`config.mk`:
```
export PLATFORM = sky130hd
export DESIGN_NAME = daily_alarm_table_scheduler_top
export DESIGN_NICKNAME = d
export VERILOG_FILES = /design/src/dats_pkg.sv /design/src/dats_div.sv /design/src/dats_dp.sv /design/src/dats_ctrl.sv /design/src/daily_alarm_table_scheduler_top.sv
export SDC_FILE = /design/constraint.sdc
export NUM_CORES = 1
export LEC_CHECK = 0
export ABC_AREA = 1
export CAP_MARGIN = 20
export CORE_MARGIN = 2
export CORE_UTILIZATION = 40
export CTS_CLUSTER_DIAMETER = 60
export DETAILED_ROUTE_END_ITERATION = 12
export DONT_BUFFER_PORTS = 1
export PLACE_DENSITY = 0.52
export SLEW_MARGIN = 10
export SYNTH_ARGS = -nofsm -noshare
export SYNTH_HDL_FRONTEND = slang
export SYNTH_HIERARCHICAL = 1
export SYNTH_SLANG_ARGS = --single-unit
```
`constraint.sdc`:
```
create_clock -name aclk -period 9.6 [get_ports aclk]
set_input_delay 0.96 -clock aclk [delete_from_list [all_inputs] [get_ports aclk]]
set_output_delay 0.96 -clock aclk [all_outputs]
set_load 0.01 [all_outputs]
```
`src/dats_pkg.sv`:
```
// dats_pkg: shared types and constants of the daily alarm table scheduler.
// Used by the controller, the datapath and the local time divider.
package dats_pkg;

    // field widths
    localparam int FUNC_W    = 3;
    localparam int EPOCH_W   = 40;
    localparam int IDX_W     = 3;
    localparam int MINUTE_W  = 11;
    localparam int SERV_W    = 4;
    localparam int STATUS_W  = 3;
    localparam int CNT_W     = 4;
    localparam int TZ_W      = 11;
    localparam int DAY_W     = 24;

    // offset in seconds: +-840*60 fits 17 bits signed
    localparam int TZSEC_W   = 17;
    // clamped local seconds: below 2^41
    localparam int LOCAL_W   = 41;
    // remainder of seconds modulo one day
    localparam int REM_W     = 17;
    // quotient bits retired per divider cycle
    localparam int DIV_RB    = 4;

    // operation codes
    localparam logic [FUNC_W-1:0] FUNC_TICK   = 3'd0;
    localparam logic [FUNC_W-1:0] FUNC_SYNC   = 3'd1;
    localparam logic [FUNC_W-1:0] FUNC_ADD    = 3'd2;
    localparam logic [FUNC_W-1:0] FUNC_CHANGE = 3'd3;
    localparam logic [FUNC_W-1:0] FUNC_DELETE = 3'd4;

    // completion status codes
    localparam logic [STATUS_W-1:0] ST_OK          = 3'd0;
    localparam logic [STATUS_W-1:0] ST_FULL        = 3'd1;
    localparam logic [STATUS_W-1:0] ST_BAD_INDEX   = 3'd2;
    localparam logic [STATUS_W-1:0] ST_BAD_MINUTE  = 3'd3;
    localparam logic [STATUS_W-1:0] ST_BAD_SERV    = 3'd4;
    localparam logic [STATUS_W-1:0] ST_EARLY_EPOCH = 3'd5;

    // result kinds
    localparam logic KIND_DONE  = 1'b0;
    localparam logic KIND_FIRED = 1'b1;

    localparam logic [EPOCH_W-1:0]     MIN_EPOCH   = 40'd1577836800;
    localparam logic [REM_W:0]         DAY_SECONDS = 18'd86400;
    localparam logic [MINUTE_W-1:0]    DAY_MINUTES = 11'd1440;
    localparam logic signed [TZ_W-1:0] MAX_TZ      = 11'sd840;
    localparam logic signed [TZSEC_W-1:0] SEC_PER_MIN = 17'sd60;

    // floor(r / 60) = (r * RECIP_60) >> RECIP_SHIFT, exact for r < 161319
    localparam logic [17:0] RECIP_60    = 18'd139811;
    localparam int          RECIP_SHIFT = 23;

    typedef struct packed {
        logic [MINUTE_W-1:0] minute;
        logic [SERV_W-1:0]   servings;
    } entry_t;

    // controller -> datapath
    typedef struct packed {
        logic accept;
        logic latch_status;
        logic clock_set;
        logic wr_edit;
        logic res_edit;
        logic size_inc;
        logic size_dec;
        logic div_start;
        logic ptr_zero;
        logic ptr_slot;
        logic ptr_inc;
        logic rd_next;
        logic wr_fire;
        logic out_fire;
        logic res_removed;
        logic wr_shift;
        logic out_done;
    } cmd_t;

    // datapath -> controller
    typedef struct packed {
        logic op_tick;
        logic op_sync;
        logic op_add;
        logic op_change;
        logic op_delete;
        logic err;
        logic clock_valid;
        logic size_zero;
        logic more;
        logic due;
        logic div_done;
        logic out_free;
    } stat_t;

endpackage

```
`src/dats_div.sv`:
```
// dats_div: local day and minute of day from UTC seconds and zone offset.
// Restoring division by 86400, DIV_RB quotient bits per cycle, then a
// reciprocal multiply for the minute. Depends on dats_pkg.
module dats_div (
    input  logic                                  aclk,
    input  logic                                  aresetn,
    input  logic                                  start,
    input  logic [dats_pkg::EPOCH_W-1:0]          epoch,
    input  logic signed [dats_pkg::TZSEC_W-1:0]   offset_sec,
    output logic                                  done,
    output logic [dats_pkg::DAY_W-1:0]            day,
    output logic [dats_pkg::MINUTE_W-1:0]         minute
);

    localparam int STEPS  = (dats_pkg::LOCAL_W + dats_pkg::DIV_RB - 1) / dats_pkg::DIV_RB;
    localparam int PAD_W  = STEPS * dats_pkg::DIV_RB;
    localparam int SCNT_W = $clog2(STEPS + 1);
    localparam int PROD_W = dats_pkg::REM_W + 18;

    logic [PAD_W-1:0]                num_reg;
    logic [dats_pkg::REM_W-1:0]      rem_reg;
    logic [dats_pkg::DAY_W-1:0]      quot_reg;
    logic [SCNT_W-1:0]               cnt_reg;
    logic                            busy_reg;
    logic                            mul_reg;
    logic                            done_reg;
    logic [dats_pkg::MINUTE_W-1:0]   minute_reg;

    logic signed [dats_pkg::LOCAL_W:0] local_s;
    logic [dats_pkg::LOCAL_W-1:0]      local_u;
    logic [dats_pkg::REM_W-1:0]        rem_v;
    logic [dats_pkg::DAY_W-1:0]        quot_v;
    logic [PROD_W-1:0]                 prod;

    always_comb begin
        local_s = $signed({2'b00, epoch}) + (dats_pkg::LOCAL_W + 1)'(offset_sec);
        // local time before 1970 counts as zero
        local_u = local_s[dats_pkg::LOCAL_W] ? '0 : local_s[dats_pkg::LOCAL_W-1:0];
    end

    always_comb begin
        logic [dats_pkg::REM_W:0] trial;
        logic                     qbit;
        rem_v  = rem_reg;
        quot_v = quot_reg;
        for (int k = 0; k < dats_pkg::DIV_RB; k++) begin
            trial = {rem_v, num_reg[PAD_W-1-k]};
            if (trial >= dats_pkg::DAY_SECONDS) begin
                trial = trial - dats_pkg::DAY_SECONDS;
                qbit  = 1'b1;
            end else begin
                qbit  = 1'b0;
            end
            rem_v  = trial[dats_pkg::REM_W-1:0];
            quot_v = {quot_v[dats_pkg::DAY_W-2:0], qbit};
        end
    end

    assign prod = PROD_W'(rem_reg) * PROD_W'(dats_pkg::RECIP_60);

    always_ff @(posedge aclk) begin
        if (!aresetn) begin
            busy_reg <= 1'b0;
            mul_reg  <= 1'b0;
            done_reg <= 1'b0;
            cnt_reg  <= '0;
        end else begin
            done_reg <= mul_reg;
            mul_reg  <= 1'b0;
            if (start) begin
                busy_reg <= 1'b1;
                cnt_reg  <= '0;
            end else if (busy_reg) begin
                if (cnt_reg == SCNT_W'(STEPS - 1)) begin
                    busy_reg <= 1'b0;
                    mul_reg  <= 1'b1;
                end
                cnt_reg <= cnt_reg + SCNT_W'(1);
            end
        end
    end

    always_ff @(posedge aclk) begin
        if (start) begin
            num_reg  <= PAD_W'(local_u);
            rem_reg  <= '0;
            quot_reg <= '0;
        end else if (busy_reg) begin
            num_reg  <= num_reg << dats_pkg::DIV_RB;
            rem_reg  <= rem_v;
            quot_reg <= quot_v;
        end
        if (mul_reg) begin
            minute_reg <= prod[dats_pkg::RECIP_SHIFT +: dats_pkg::MINUTE_W];
        end
    end

    assign done   = done_reg;
    assign day    = quot_reg;
    assign minute = minute_reg;

endmodule

```
`src/dats_dp.sv`:
```
// dats_dp: alarm table memories, item capture, checks, result register and
// config register. Driven by dats_ctrl; uses dats_div. Depends on dats_pkg.
module dats_dp #(
    parameter int TABLE_DEPTH  = 8,
    parameter int MAX_SERVINGS = 10
) (
    input  logic                              aclk,
    input  logic                              aresetn,
    input  logic [63:0]                       s_tdata,
    input  logic [dats_pkg::FUNC_W-1:0]       s_tuser,
    input  logic                              cfg_valid,
    output logic                              cfg_ready,
    input  logic [dats_pkg::TZ_W-1:0]         cfg_data,
    input  dats_pkg::cmd_t                    cmd,
    output dats_pkg::stat_t                   stat,
    output logic                              m_tvalid,
    input  logic                              m_tready,
    output logic [31:0]                       m_tdata,
    output logic                              m_tuser,
    output logic                              m_tlast
);

    localparam int AW = (TABLE_DEPTH > 1) ? $clog2(TABLE_DEPTH) : 1;
    localparam int CW = $clog2(TABLE_DEPTH + 1);
    localparam int XW = CW + 3;

    // table storage; never-written rows are don't-care
    dats_pkg::entry_t             mc_mem  [TABLE_DEPTH];
    logic [dats_pkg::DAY_W-1:0]   day_mem [TABLE_DEPTH];
    dats_pkg::entry_t             mc_rd_reg;
    logic [dats_pkg::DAY_W-1:0]   day_rd_reg;

    logic [TABLE_DEPTH-1:0]       known_reg;
    logic [CW-1:0]                size_reg;
    logic                         clock_valid_reg;
    logic signed [dats_pkg::TZSEC_W-1:0] tz_sec_reg;
    logic [CW-1:0]                ptr_reg;

    // captured item
    logic [dats_pkg::FUNC_W-1:0]   func_reg;
    logic [dats_pkg::EPOCH_W-1:0]  epoch_reg;
    logic [dats_pkg::IDX_W-1:0]    slot_reg;
    logic [dats_pkg::MINUTE_W-1:0] minute_req_reg;
    logic [dats_pkg::SERV_W-1:0]   serv_req_reg;

    // completion fields
    logic [dats_pkg::STATUS_W-1:0] res_status_reg;
    logic [dats_pkg::IDX_W-1:0]    res_idx_reg;
    logic [dats_pkg::SERV_W-1:0]   res_serv_reg;
    logic [dats_pkg::MINUTE_W-1:0] res_min_reg;

    // output register
    logic                          m_tvalid_reg;
    logic                          o_kind_reg;
    logic [dats_pkg::STATUS_W-1:0] o_status_reg;
    logic [dats_pkg::IDX_W-1:0]    o_idx_reg;
    logic [dats_pkg::SERV_W-1:0]   o_serv_reg;
    logic [dats_pkg::MINUTE_W-1:0] o_min_reg;
    logic [dats_pkg::CNT_W-1:0]    o_cnt_reg;
    logic                          o_last_reg;

    logic [dats_pkg::STATUS_W-1:0] err_status;
    logic [XW-1:0]                 slot_ext;
    logic [XW-1:0]                 size_ext;
    logic [XW-1:0]                 ptr_ext;
    logic [CW+3:0]                 size_cnt_ext;
    logic [CW:0]                   ptr_p1;
    logic [AW-1:0]                 ptr_idx;
    logic [AW-1:0]                 ptr_p1_idx;
    logic [AW-1:0]                 edit_addr;
    logic [AW+2:0]                 edit_ext;
    logic [AW-1:0]                 rd_addr;
    logic [AW-1:0]                 wr_addr;
    logic                          mc_we;
    logic                          day_we;
    dats_pkg::entry_t              mc_wdata;
    logic [dats_pkg::DAY_W-1:0]    day_wdata;
    logic                          serv_bad;
    logic                          index_bad;
    logic                          is_add;
    logic                          out_free;
    logic signed [dats_pkg::TZ_W-1:0] tz_sat;
    logic signed [dats_pkg::TZ_W-1:0] cfg_s;

    logic                          div_done;
    logic [dats_pkg::DAY_W-1:0]    div_day;
    logic [dats_pkg::MINUTE_W-1:0] div_minute;

    dats_div u_div (
        .aclk       (aclk),
        .aresetn    (aresetn),
        .start      (cmd.div_start),
        .epoch      (epoch_reg),
        .offset_sec (tz_sec_reg),
        .done       (div_done),
        .day        (div_day),
        .minute     (div_minute)
    );

    assign slot_ext     = {{CW{1'b0}}, slot_reg};
    assign size_ext     = {3'b000, size_reg};
    assign ptr_ext      = {3'b000, ptr_reg};
    assign size_cnt_ext = {4'b0000, size_reg};
    assign ptr_p1       = {1'b0, ptr_reg} + (CW + 1)'(1);
    assign ptr_idx      = ptr_reg[AW-1:0];
    assign ptr_p1_idx   = ptr_p1[AW-1:0];
    assign is_add       = (func_reg == dats_pkg::FUNC_ADD);
    assign edit_addr    = is_add ? size_reg[AW-1:0] : slot_ext[AW-1:0];
    assign edit_ext     = {3'b000, edit_addr};
    assign rd_addr      = cmd.rd_next ? ptr_p1_idx : ptr_idx;
    assign wr_addr      = cmd.wr_edit ? edit_addr : ptr_idx;
    assign out_free     = !m_tvalid_reg || m_tready;
    assign serv_bad     = (serv_req_reg == '0) ||
                          (serv_req_reg > dats_pkg::SERV_W'(MAX_SERVINGS));
    assign index_bad    = (slot_ext >= size_ext);

    always_comb begin
        err_status = dats_pkg::ST_OK;
        case (func_reg)
            dats_pkg::FUNC_SYNC: begin
                if (epoch_reg < dats_pkg::MIN_EPOCH) err_status = dats_pkg::ST_EARLY_EPOCH;
            end
            dats_pkg::FUNC_ADD: begin
                if (size_reg >= CW'(TABLE_DEPTH))                 err_status = dats_pkg::ST_FULL;
                else if (minute_req_reg >= dats_pkg::DAY_MINUTES) err_status = dats_pkg::ST_BAD_MINUTE;
                else if (serv_bad)                                err_status = dats_pkg::ST_BAD_SERV;
            end
            dats_pkg::FUNC_CHANGE: begin
                if (index_bad)                                    err_status = dats_pkg::ST_BAD_INDEX;
                else if (minute_req_reg >= dats_pkg::DAY_MINUTES) err_status = dats_pkg::ST_BAD_MINUTE;
                else if (serv_bad)                                err_status = dats_pkg::ST_BAD_SERV;
            end
            dats_pkg::FUNC_DELETE: begin
                if (index_bad) err_status = dats_pkg::ST_BAD_INDEX;
            end
            default: err_status = dats_pkg::ST_OK;
        endcase
    end

    // memory write port
    always_comb begin
        mc_we     = cmd.wr_edit || cmd.wr_shift;
        day_we    = cmd.wr_fire || cmd.wr_shift;
        mc_wdata  = cmd.wr_edit ? dats_pkg::entry_t'({minute_req_reg, serv_req_reg}) : mc_rd_reg;
        day_wdata = cmd.wr_fire ? div_day : day_rd_reg;
    end

    always_ff @(posedge aclk) begin
        if (mc_we)  mc_mem[wr_addr]  <= mc_wdata;
        if (day_we) day_mem[wr_addr] <= day_wdata;
        mc_rd_reg  <= mc_mem[rd_addr];
        day_rd_reg <= day_mem[rd_addr];
    end

    // config: saturate to +-840 minutes, keep as seconds
    always_comb begin
        cfg_s = $signed(cfg_data);
        if (cfg_s > dats_pkg::MAX_TZ)       tz_sat = dats_pkg::MAX_TZ;
        else if (cfg_s < -dats_pkg::MAX_TZ) tz_sat = -dats_pkg::MAX_TZ;
        else                                tz_sat = cfg_s;
    end

    assign cfg_ready = 1'b1;

    always_ff @(posedge aclk) begin
        if (!aresetn) begin
            known_reg       <= '0;
            size_reg        <= '0;
            clock_valid_reg <= 1'b0;
            tz_sec_reg      <= '0;
            ptr_reg         <= '0;
            m_tvalid_reg    <= 1'b0;
        end else begin
            if (cfg_valid) tz_sec_reg <= dats_pkg::TZSEC_W'(tz_sat) * dats_pkg::SEC_PER_MIN;
            if (cmd.clock_set) clock_valid_reg <= 1'b1;
            if (cmd.wr_edit && is_add) known_reg[edit_addr] <= 1'b0;
            if (cmd.wr_fire)  known_reg[ptr_idx] <= 1'b1;
            if (cmd.wr_shift) known_reg[ptr_idx] <= known_reg[ptr_p1_idx];
            if (cmd.size_inc) size_reg <= size_reg + CW'(1);
            if (cmd.size_dec) size_reg <= size_reg - CW'(1);
            if (cmd.ptr_zero)      ptr_reg <= '0;
            else if (cmd.ptr_slot) ptr_reg <= slot_ext[CW-1:0];
            else if (cmd.ptr_inc)  ptr_reg <= ptr_p1[CW-1:0];
            if (cmd.out_fire || cmd.out_done) m_tvalid_reg <= 1'b1;
            else if (m_tready)                m_tvalid_reg <= 1'b0;
        end
    end

    always_ff @(posedge aclk) begin
        if (cmd.accept) begin
            func_reg       <= s_tuser;
            epoch_reg      <= s_tdata[39:0];
            slot_reg       <= s_tdata[42:40];
            minute_req_reg <= s_tdata[53:43];
            serv_req_reg   <= s_tdata[57:54];
            res_status_reg <= dats_pkg::ST_OK;
            res_idx_reg    <= '0;
            res_serv_reg   <= '0;
            res_min_reg    <= '0;
        end
        if (cmd.latch_status) res_status_reg <= err_status;
        if (cmd.res_edit) begin
            res_idx_reg  <= edit_ext[dats_pkg::IDX_W-1:0];
            res_serv_reg <= serv_req_reg;
            res_min_reg  <= minute_req_reg;
        end
        if (cmd.res_removed) begin
            res_idx_reg  <= slot_reg;
            res_serv_reg <= mc_rd_reg.servings;
            res_min_reg  <= mc_rd_reg.minute;
        end
        if (cmd.out_fire) begin
            o_kind_reg   <= dats_pkg::KIND_FIRED;
            o_status_reg <= dats_pkg::ST_OK;
            o_idx_reg    <= ptr_ext[dats_pkg::IDX_W-1:0];
            o_serv_reg   <= mc_rd_reg.servings;
            o_min_reg    <= mc_rd_reg.minute;
            o_cnt_reg    <= size_cnt_ext[dats_pkg::CNT_W-1:0];
            o_last_reg   <= 1'b0;
        end else if (cmd.out_done) begin
            o_kind_reg   <= dats_pkg::KIND_DONE;
            o_status_reg <= res_status_reg;
            o_idx_reg    <= res_idx_reg;
            o_serv_reg   <= res_serv_reg;
            o_min_reg    <= res_min_reg;
            o_cnt_reg    <= size_cnt_ext[dats_pkg::CNT_W-1:0];
            o_last_reg   <= 1'b1;
        end
    end

    always_comb begin
        stat.op_tick     = (func_reg == dats_pkg::FUNC_TICK);
        stat.op_sync     = (func_reg == dats_pkg::FUNC_SYNC);
        stat.op_add      = is_add;
        stat.op_change   = (func_reg == dats_pkg::FUNC_CHANGE);
        stat.op_delete   = (func_reg == dats_pkg::FUNC_DELETE);
        stat.err         = (err_status != dats_pkg::ST_OK);
        stat.clock_valid = clock_valid_reg;
        stat.size_zero   = (size_reg == '0);
        stat.more        = (ptr_p1 < {1'b0, size_reg});
        // fire when never fired (or fired on an earlier day, tick only)
        // and the alarm minute has come
        stat.due         = (!known_reg[ptr_idx] ||
                            ((func_reg == dats_pkg::FUNC_TICK) && (day_rd_reg < div_day))) &&
                           (div_minute >= mc_rd_reg.minute);
        stat.div_done    = div_done;
        stat.out_free    = out_free;
    end

    assign m_tvalid = m_tvalid_reg;
    assign m_tdata  = {7'b0000000, o_cnt_reg, o_min_reg, o_serv_reg, o_idx_reg, o_status_reg};
    assign m_tuser  = o_kind_reg;
    assign m_tlast  = o_last_reg;

endmodule

```
`src/dats_ctrl.sv`:
```
// dats_ctrl: sequencer of the alarm scheduler. Decodes each item, runs the
// table edit, local time, scan and compaction steps. Depends on dats_pkg.
module dats_ctrl (
    input  logic             aclk,
    input  logic             aresetn,
    input  logic             s_tvalid,
    output logic             s_tready,
    input  dats_pkg::stat_t  stat,
    output dats_pkg::cmd_t   cmd
);

    typedef enum logic [13:0] {
        S_IDLE      = 14'b00000000000001,
        S_DECODE    = 14'b00000000000010,
        S_EDIT      = 14'b00000000000100,
        S_DIV_START = 14'b00000000001000,
        S_DIV_WAIT  = 14'b00000000010000,
        S_SCAN_RD   = 14'b00000000100000,
        S_SCAN_EV   = 14'b00000001000000,
        S_DEL_RD    = 14'b00000010000000,
        S_DEL_CAP   = 14'b00000100000000,
        S_DEL_CHK   = 14'b00001000000000,
        S_SHIFT_RD  = 14'b00010000000000,
        S_SHIFT_WR  = 14'b00100000000000,
        S_DEL_END   = 14'b01000000000000,
        S_COMPLETE  = 14'b10000000000000
    } state_t;

    state_t state_reg, state_next;

    always_ff @(posedge aclk) begin
        if (!aresetn) begin
            state_reg <= S_IDLE;
        end else begin
            state_reg <= state_next;
        end
    end

    assign s_tready = (state_reg == S_IDLE);

    always_comb begin
        state_next = state_reg;
        cmd        = '0;
        case (state_reg)
            S_IDLE: begin
                if (s_tvalid) begin
                    cmd.accept = 1'b1;
                    state_next = S_DECODE;
                end
            end
            S_DECODE: begin
                cmd.latch_status = 1'b1;
                cmd.ptr_slot     = 1'b1;
                if (stat.err) begin
                    state_next = S_COMPLETE;
                end else if (stat.op_tick) begin
                    state_next = stat.clock_valid ? S_DIV_START : S_COMPLETE;
                end else if (stat.op_sync) begin
                    cmd.clock_set = 1'b1;
                    state_next    = S_DIV_START;
                end else if (stat.op_add || stat.op_change) begin
                    state_next = S_EDIT;
                end else if (stat.op_delete) begin
                    state_next = S_DEL_RD;
                end else begin
                    state_next = S_COMPLETE;
                end
            end
            S_EDIT: begin
                cmd.wr_edit  = 1'b1;
                cmd.res_edit = 1'b1;
                cmd.size_inc = stat.op_add;
                state_next   = stat.clock_valid ? S_DIV_START : S_COMPLETE;
            end
            S_DIV_START: begin
                cmd.div_start = 1'b1;
                cmd.ptr_zero  = 1'b1;
                state_next    = S_DIV_WAIT;
            end
            S_DIV_WAIT: begin
                if (stat.div_done) begin
                    state_next = stat.size_zero ? S_COMPLETE : S_SCAN_RD;
                end
            end
            S_SCAN_RD: begin
                state_next = S_SCAN_EV;
            end
            S_SCAN_EV: begin
                // a firing tick holds here until the output register frees up
                if (!(stat.due && stat.op_tick && !stat.out_free)) begin
                    if (stat.due) begin
                        cmd.wr_fire  = 1'b1;
                        cmd.out_fire = stat.op_tick;
                    end
                    if (stat.more) begin
                        cmd.ptr_inc = 1'b1;
                        state_next  = S_SCAN_RD;
                    end else begin
                        state_next  = S_COMPLETE;
                    end
                end
            end
            S_DEL_RD: begin
                state_next = S_DEL_CAP;
            end
            S_DEL_CAP: begin
                cmd.res_removed = 1'b1;
                state_next      = S_DEL_CHK;
            end
            S_DEL_CHK: begin
                state_next = stat.more ? S_SHIFT_RD : S_DEL_END;
            end
            S_SHIFT_RD: begin
                cmd.rd_next = 1'b1;
                state_next  = S_SHIFT_WR;
            end
            S_SHIFT_WR: begin
                cmd.wr_shift = 1'b1;
                cmd.ptr_inc  = 1'b1;
                state_next   = S_DEL_CHK;
            end
            S_DEL_END: begin
                cmd.size_dec = 1'b1;
                state_next   = S_COMPLETE;
            end
            S_COMPLETE: begin
                if (stat.out_free) begin
                    cmd.out_done = 1'b1;
                    state_next   = S_IDLE;
                end
            end
            default: begin
                state_next = S_IDLE;
            end
        endcase
    end

endmodule

```
`src/daily_alarm_table_scheduler_top.sv`:
```
// daily_alarm_table_scheduler_top: table of daily alarms with tick, clock sync,
// add, change and delete. Depends on dats_pkg, dats_ctrl, dats_dp, dats_div.
// Input beats on s_*: one item each, func in s_tuser. Output beats on m_*: a
// tick gives one fired beat (tuser 1) per due alarm in table order, and every
// item ends with one completion beat (tuser 0, tlast 1). cfg_* writes the
// zone offset in minutes; it is always ready. The user must write it only
// while idle; the block does not enforce this. One item is processed at a
// time; s_tready is high only while idle. Items that need local time run the
// divider (4 quotient bits per cycle over 41 bits, then a reciprocal multiply)
// and then scan the table entries in order; a delete moves each later entry up.
// The output register frees the core: a result may wait on m_tready while
// the next item is accepted; a stalled receiver holds the core only when it
// has a new beat to hand over. Reset empties the table, clears the clock-
// valid flag and sets the offset to zero; no clearing pass is needed.
module daily_alarm_table_scheduler_top #(
    parameter int TABLE_DEPTH  = 8,
    parameter int MAX_SERVINGS = 10
) (
    input  logic        aclk,
    input  logic        aresetn,
    input  logic        s_tvalid,
    output logic        s_tready,
    // [39:0] epoch_seconds, [42:40] slot_index, [53:43] alarm_minute,
    // [57:54] alarm_servings, [63:58] zero
    input  logic [63:0] s_tdata,
    // [2:0] func
    input  logic [2:0]  s_tuser,
    output logic        m_tvalid,
    input  logic        m_tready,
    // [2:0] status, [5:3] entry_index, [9:6] entry_servings,
    // [20:10] entry_minute, [24:21] entry_count, [31:25] zero
    output logic [31:0] m_tdata,
    // [0] result_kind
    output logic        m_tuser,
    output logic        m_tlast,
    input  logic        cfg_valid,
    output logic        cfg_ready,
    input  logic [10:0] cfg_data
);

    dats_pkg::cmd_t  cmd;
    dats_pkg::stat_t stat;

    dats_ctrl u_ctrl (
        .aclk     (aclk),
        .aresetn  (aresetn),
        .s_tvalid (s_tvalid),
        .s_tready (s_tready),
        .stat     (stat),
        .cmd      (cmd)
    );

    dats_dp #(
        .TABLE_DEPTH  (TABLE_DEPTH),
        .MAX_SERVINGS (MAX_SERVINGS)
    ) u_dp (
        .aclk      (aclk),
        .aresetn   (aresetn),
        .s_tdata   (s_tdata),
        .s_tuser   (s_tuser),
        .cfg_valid (cfg_valid),
        .cfg_ready (cfg_ready),
        .cfg_data  (cfg_data),
        .cmd       (cmd),
        .stat      (stat),
        .m_tvalid  (m_tvalid),
        .m_tready  (m_tready),
        .m_tdata   (m_tdata),
        .m_tuser   (m_tuser),
        .m_tlast   (m_tlast)
    );

endmodule

```
# --- Yosys cells after proc, flatten, opt, wreduce, memory -nomap -nowiden ---
# Memory sizes are Yosys's and may differ from the RTL's. A register that Yosys moved wholly into a read port is not among the register bits.
# Index checks and enable logic that the tools add are counted.
classes:
  addsub: 9
  mul: 2
  n_lt_le_gt_ge: 19
  n_eq_ne: 23
  n_mux: 106
  bitwise: 5
  n_reduce_logical: 34
ops:
  columns: ["op", "count"]
  rows:
  - ["14-bit case mux with 13 select lines", 1]
  - ["14-bit two-way mux", 12]
  - ["41-bit two-way mux", 3]
  - ["11-bit two-way mux", 7]
  - ["18-bit by 17-bit >= comparator with 1-bit output (second input constant)", 4]
  - ["17-bit two-way mux", 4]
  - ["17-bit subtractor (second input constant)", 4]
  - ["3-bit two-way mux", 17]
  - ["41-bit by 17-bit adder with 42-bit output", 1]
  - ["40-bit by 31-bit less-than comparator with 1-bit output (second input constant)", 1]
  - ["8-bit two-way mux", 5]
  - ["4-bit two-way mux", 9]
  - ["17-bit by 18-bit multiplier with 34-bit output (second input constant)", 1]
  - ["1-bit two-way mux", 32]
  - ["24-bit less-than comparator", 1]
  - ["24-bit two-way mux", 1]
  - ["11-bit by 5-bit multiplier with 15-bit output (second input constant)", 1]
  - ["15-bit two-way mux", 1]
  - ["14-bit by 1-bit == test with 1-bit output (second input constant)", 1]
  - ["14-bit by 10-bit == test with 1-bit output (second input constant)", 1]
  - ["14-bit by 11-bit == test with 1-bit output (second input constant)", 1]
  - ["14-bit by 12-bit == test with 1-bit output (second input constant)", 1]
  - ["14-bit by 13-bit == test with 1-bit output (second input constant)", 1]
  - ["14-bit == test (second input constant)", 1]
  - ["other kinds (48)", 87]
totals:
  ff_bits: 259
  ram_bits: 312
  output_inout_bits: 37
  wordCells: 233
  mem_count: 2
mem_list:
  columns: ["name", "words", "word_bits", "read_ports", "rd_clocked_by_memory_dff", "write_ports", "line", "source"]
  rows:
  - ["u_dp.day_mem", 8, 24, 1, 1, 1, "dats_dp.sv:29", "logic [dats_pkg::DAY_W-1:0] day_mem [TABLE_DEPTH];"]
  - ["u_dp.mc_mem", 8, 15, 1, 1, 1, "dats_dp.sv:28", "dats_pkg::entry_t mc_mem [TABLE_DEPTH];"]

# --- Depth between registers and ports, before layout ---
depth:
  ltp_word: 15
  depth_mapped: 38

# --- Hierarchy ---
# Netlist, hierarchy kept.
modules_own_cells:
  columns: ["mod", "n_inst", "cells_each", "area_per_inst_um2", "seq_area_each_um2"]
  rows:
  - ["dats_dp", 1, 1859, 21604.5, 14033.5]
  - ["dats_div", 1, 1360, 10791.6, 2582.5]
  - ["dats_ctrl", 1, 178, 1108.6, 280.3]

# --- Worst setup path after synthesis ---
# Ideal clock, no wire load.
synth_path:
  path_type: "input port to flip-flop"
  startpoint: "input port cfg_data[4]"
  endpoint: "register u_dp/tz_sec_reg[14] (netlist name)"
  setup_ns: 0.116
  arrival_ns: 4.679
  setup_slack_ns: 4.804
  cell_stages: 21
  path_buffers: 0
  cell_sequence: "nand3_1 > a21oi_1 > o31ai_1 > ha_1 > o21ai_1 > inv_1 > ha_1 > fa_1 > inv_1 > fa_1 > inv_1 > ha_1 > nand2_1 > inv_1 > a21oi_1 > nand2_1 > a21boi_0 > or2_0 > nand3_1 > o211ai_1 > inv_1"
synth_via:
  elab_chain_len: 4
  elab_cells_between_ends: 5
synth_rtl:
  columns: ["item", "line", "source"]
  rows:
  - ["start: declaration", "daily_alarm_table_scheduler_top.sv:38", "input logic [10:0] cfg_data"]
  - ["11-bit less-than comparator", "dats_dp.sv:159", "else if (cfg_s < -dats_pkg::MAX_TZ) tz_sat = -dats_pkg::MAX_TZ;"]
  - ["11-bit two-way mux", "dats_dp.sv:159", null]
  - ["11-bit two-way mux *", "dats_dp.sv:158", "if (cfg_s > dats_pkg::MAX_TZ) tz_sat = dats_pkg::MAX_TZ;"]
  - ["11-bit by 5-bit multiplier with 15-bit output *", "dats_dp.sv:174", "if (cfg_valid) tz_sec_reg <= dats_pkg::TZSEC_W'(tz_sat) * dats_pkg::SEC_PER_MIN;"]
  - ["end signal: assignment", "dats_dp.sv:174", null]
  - ["end: declaration", "dats_dp.sv:36", "logic signed [dats_pkg::TZSEC_W-1:0] tz_sec_reg;"]
# Mark *: on every way between the ends. The rest lies on a longest branch, timed or not.
# A chain may end at the register's enable or synchronous reset.

# --- Final worst setup path ---
layout_path:
  startpoint: "register u_dp/u_div/rem_reg[9] (netlist name)"
  endpoint: "register u_dp/u_div/rem_reg[7] (netlist name)"
layout_via:
  elab_chain_len: 8
  elab_cells_between_ends: 12
layout_rtl:
  columns: ["item", "line", "source"]
  rows:
  - ["start: declaration", "dats_div.sv:21", "logic [dats_pkg::REM_W-1:0] rem_reg;"]
  - ["start signal: assignment", "dats_div.sv:90", "rem_reg <= rem_v;"]
  - ["17-bit subtractor or 18-bit by 17-bit >= comparator with 1-bit output (tied branches)", "dats_div.sv:49, dats_div.sv:48", null]
  - ["17-bit two-way mux *", "dats_div.sv:48", "if (trial >= dats_pkg::DAY_SECONDS) begin"]
  - ["17-bit subtractor or 18-bit by 17-bit >= comparator with 1-bit output (tied branches)", "dats_div.sv:49, dats_div.sv:48", null]
  - ["17-bit two-way mux *", "dats_div.sv:48", null]
  - ["18-bit by 17-bit >= comparator with 1-bit output or 17-bit subtractor (tied branches)", "dats_div.sv:48, dats_div.sv:49", null]
  - ["17-bit two-way mux *", "dats_div.sv:48", null]
  - ["17-bit subtractor or 18-bit by 17-bit >= comparator with 1-bit output (tied branches)", "dats_div.sv:49, dats_div.sv:48", null]
  - ["17-bit two-way mux *", "dats_div.sv:48", null]
# Marks and branches as above.

==> metrics.md <==
| Metric | Value |
|---|---|
| Initial antenna violation count | 1 |
| Top-count cell post-synth | nand2_1 |
| Setup TNS | 0 ps |
| Mean post-synth cell area | slightly below 10 um^2 |
| Most frequent CP cell | nand2_1 |
| I/O pin count | between 100 and 150 |
| DRC | 0 |
| Cts hold-fix bufs | 0 |
| Min Clock Period, post-route | approximately 5400 ps |
| Final core utilization | 0.444 |
| Starting Density | 0.402 |
| Layout Area Growth over Synthesis | 10.3% |
| Core Rows | 106 |
| Vias per cell | a little over 5 |
| Top FF cell, synth | edfxtp_1 |
| Commonest cells post-synth | nand2_1 (470), edfxtp_1 (468), inv_1 (377) |
| Routed Antenna Nets | 0 |
| Final period util | 0.560 |
| Post-place setup slack | approximately 4200 ps |
| Max Buffers Root-to-Sink | 3 |
| Clk_skew | 57.8 ps |
| RSZ-0062 raised after global routing | false |
| Largest net degree at the start of global routing | 83 |
| Leakage power | around 0.015 uW |
| Via count | around 23000 |
| Final hold vios | 0 |
| First-pass GRT wire length | ~120 mm |
| GRT overflow | 0 |
| CP Max Fanout | 16 |
| #FFs+latches synth | 610 |
| Setup WS post-layout | between 4000 and 5000 ps |
| Drt pass-1 iters | 8 |
| Clock Sinks | 610 |
| Worst Tran Pin Value | approximately 1000 ps |
| Initial drt markers | 1232 |
| Post-synth EDFFs | 468 |
| Final Power | about 9500 uW |
| Post-synthesis cell type count | 67 |
| Share of layout cells above drive strength 1 | 0.0821 |
| Slew HR | 0.307 |
| Fin nets | approximately 3800 |
| Die span in y | 293 um |
| Core area | roughly 83000 um^2 |
| Mapped cell area | approximately 34000 um^2 |
| Ys Warns | 6 |
| Power Density | approximately 260 nW/um^2 |
| Width of the die | approximately 290 um |
| Vias in the first global route | between 20000 and 25000 |
| Die area | between 80000 and 90000 um^2 |
| Peak supply drop | ~130 uV |
| Worst skew pair latency | around 650 ps |
| Clock transition at path regs | 60 ps |
| Per-cell routed wire length | 17.2 um |
| Cells after Synth | roughly 3400 |
| Max_cap viols | 0 |
| Data required, critical path | between 10000 and 15000 ps |
| Fmax | between 150 and 200 MHz |
| Worst setup SP type | flip-flop |
| Final Max Slew Viols | 0 |
| Post-synth ARST share | 0 |
| Largest area contributor in the netlist | edfxtp_1 |
| GP Congestion | around 0.81 |
| Critical Path AT | approximately 5900 ps |
| Final setup viols | 0 |
| Htree depth | 3 |
| Synth area leaders | edfxtp_1 (42%), ha_1 (9.0%), dfxtp_1 (8.5%) |
| Synth top area share | 0.419 |
| Hold crit path type | in -> reg |
| Non-filler cells, final | roughly 4500 |
| Final wirelength | ~78 mm |
| Quantity of gates resized following cts | 0 |
| Max incr delay on CP | between 600 and 700 ps |
| CTS Buf Count | 73 |
| Root buffer cell | clkbuf_16 |
| Crit path kind | reg -> reg |
| Number of flip-flops in the largest register | 192 |
| DP HPWL | between 50 and 60 mm |
| Slowest cell on crit path | dfxtp_1 |
| IO buf count | 0 |
| Post-CTS Setup Bufs | 0 |
| N_diodes | 0 |
| Status | finished clean |
| Dpl cells | between 4000 and 5000 |
| Total global-route track usage | 0.181 |
| Register area share after synthesis | 0.504 |
| Crit end category | flip-flop |
| CTS tree | done |
==> power by group <==
group | total, uW | internal, uW | switching, uW
sequential | 3130 | 3030 | 98.5
combinational | 3420 | 1220 | 2200
clock | 2940 | 1780 | 1160
total | 9500 | 6030 | 3460
==> critical path, delay by kind of cell (launching register included) <==
family                   cells  cell delay (ps)
AND/OR/NAND/NOR             23             3230
XOR/XNOR                     1              150
flip-flops                   1              610
buffers and inverters        4              670
adder cells (fa/ha/maj)      2              530
AO/OA/AOI/OAI                1               50
==> logic make-up (layout without fill, tap and decap cells) <==
logic type                 Yosys count  after routing  synth area share
DFF                                610            610             0.504
AOI/OAI and AO/OA                  794            794             0.136
xor gates and xnor gates            81             81            0.0220
and+or+nand+nor                   1062           1062             0.142
other                                2             11          0.000224
buffers and inverters              553            583            0.0735
adders and majority gates          295            295             0.122
==> through the flow <==
step | cell area (um^2) | hold WS [ps]
2_1_floorplan | 33500 | 422
3_3_place_gp | 34300 | 439
3_5_place_dp | 34300 | 445
4_1_cts | 36900 | 371
5_1_grt | 37000 | 374
6_report | 37000 | 412
==> layer usage <==
layer | vias up | global-route usage | routed length, um
li1 | 11654 | - | -
met1 | 11049 | 0.230 | 34800
met2 | 338 | 0.319 | 38100
met3 | 106 | 0.0274 | 2820
met4 | 2 | 0.0535 | 1890
met5 | - | 0 | 13
==> cell type report <==
| class | count | area, um^2 |
|---|---|---|
| Fill cell | 7979 | 46300 |
| Sequential cell | 610 | 16900 |
| Multi-Input combinational cell | 2243 | 14200 |
| Clock buffer | 101 | 2020 |
| Inverter | 409 | 1540 |
| Tap cell | 1080 | 1350 |
| Clock inverter | 35 | 597 |
| Timing Repair Buffer | 38 | 333 |
==> layout by cell type, fill, tap and decap left out, types with 6 or more instances in the layout <==
| master | Yosys | layout |
|---|---|---|
| o211ai_1 | 10 | 10 |
| clkinv_2 | 0 | 10 |
| nand2_2 | 30 | 29 |
| o21bai_1 | 85 | 85 |
| nand3_1 | 113 | 113 |
| nand4_1 | 28 | 28 |
| nand2_4 | 11 | 12 |
| conb_1 | 2 | 11 |
| xnor2_1 | 30 | 30 |
| ha_1 | 242 | 242 |
| nand2_1 | 470 | 470 |
| fa_1 | 53 | 53 |
| nand3b_1 | 6 | 6 |
| o21a_1 | 14 | 14 |
| dfxtp_1 | 142 | 142 |
| edfxtp_1 | 468 | 468 |
| o21ai_1 | 58 | 58 |
| clkbuf_16 | 0 | 74 |
| nor4_1 | 6 | 6 |
| buf_4 | 52 | 35 |
| nor3_1 | 36 | 36 |
| clkbuf_8 | 0 | 7 |
| a21oi_1 | 131 | 131 |
| xor2_1 | 49 | 49 |
| nand3_2 | 9 | 9 |
| clkbuf_1 | 49 | 20 |
| nor2_2 | 15 | 23 |
| o21ai_0 | 324 | 324 |
| bufinv_16 | 0 | 10 |
| o31ai_1 | 7 | 7 |
| a31oi_1 | 50 | 50 |
| inv_2 | 29 | 28 |
| o22ai_1 | 75 | 75 |
| inv_1 | 377 | 376 |
| clkinv_1 | 3 | 6 |
| a211oi_1 | 8 | 8 |
| nor2_1 | 313 | 304 |
==> worst paths after layout <==
| path | start | end | slack, ps | depth (start not counted) |
|---|---|---|---|---|
| worst max register to register | u_dp/u_div/rem_reg[9]$_SDFFE_PP0P_ | u_dp/u_div/rem_reg[7]$_SDFFE_PP0P_ | 4230 | 31 |
| worst max-delay path | u_dp/u_div/rem_reg[9]$_SDFFE_PP0P_ | u_dp/u_div/rem_reg[7]$_SDFFE_PP0P_ | 4230 | 31 |
| worst min-delay path | s_tdata[56] | u_dp/serv_req_reg[2]$_DFFE_PP_ | 410 | 0 |
| worst min register to register | u_dp/u_div/num_reg[42]$_SDFFE_PP0P_ | u_dp/u_div/rem_reg[2]$_SDFFE_PP0P_ | 450 | 2 |
Note: power is estimated with default switching activity, not from simulation.
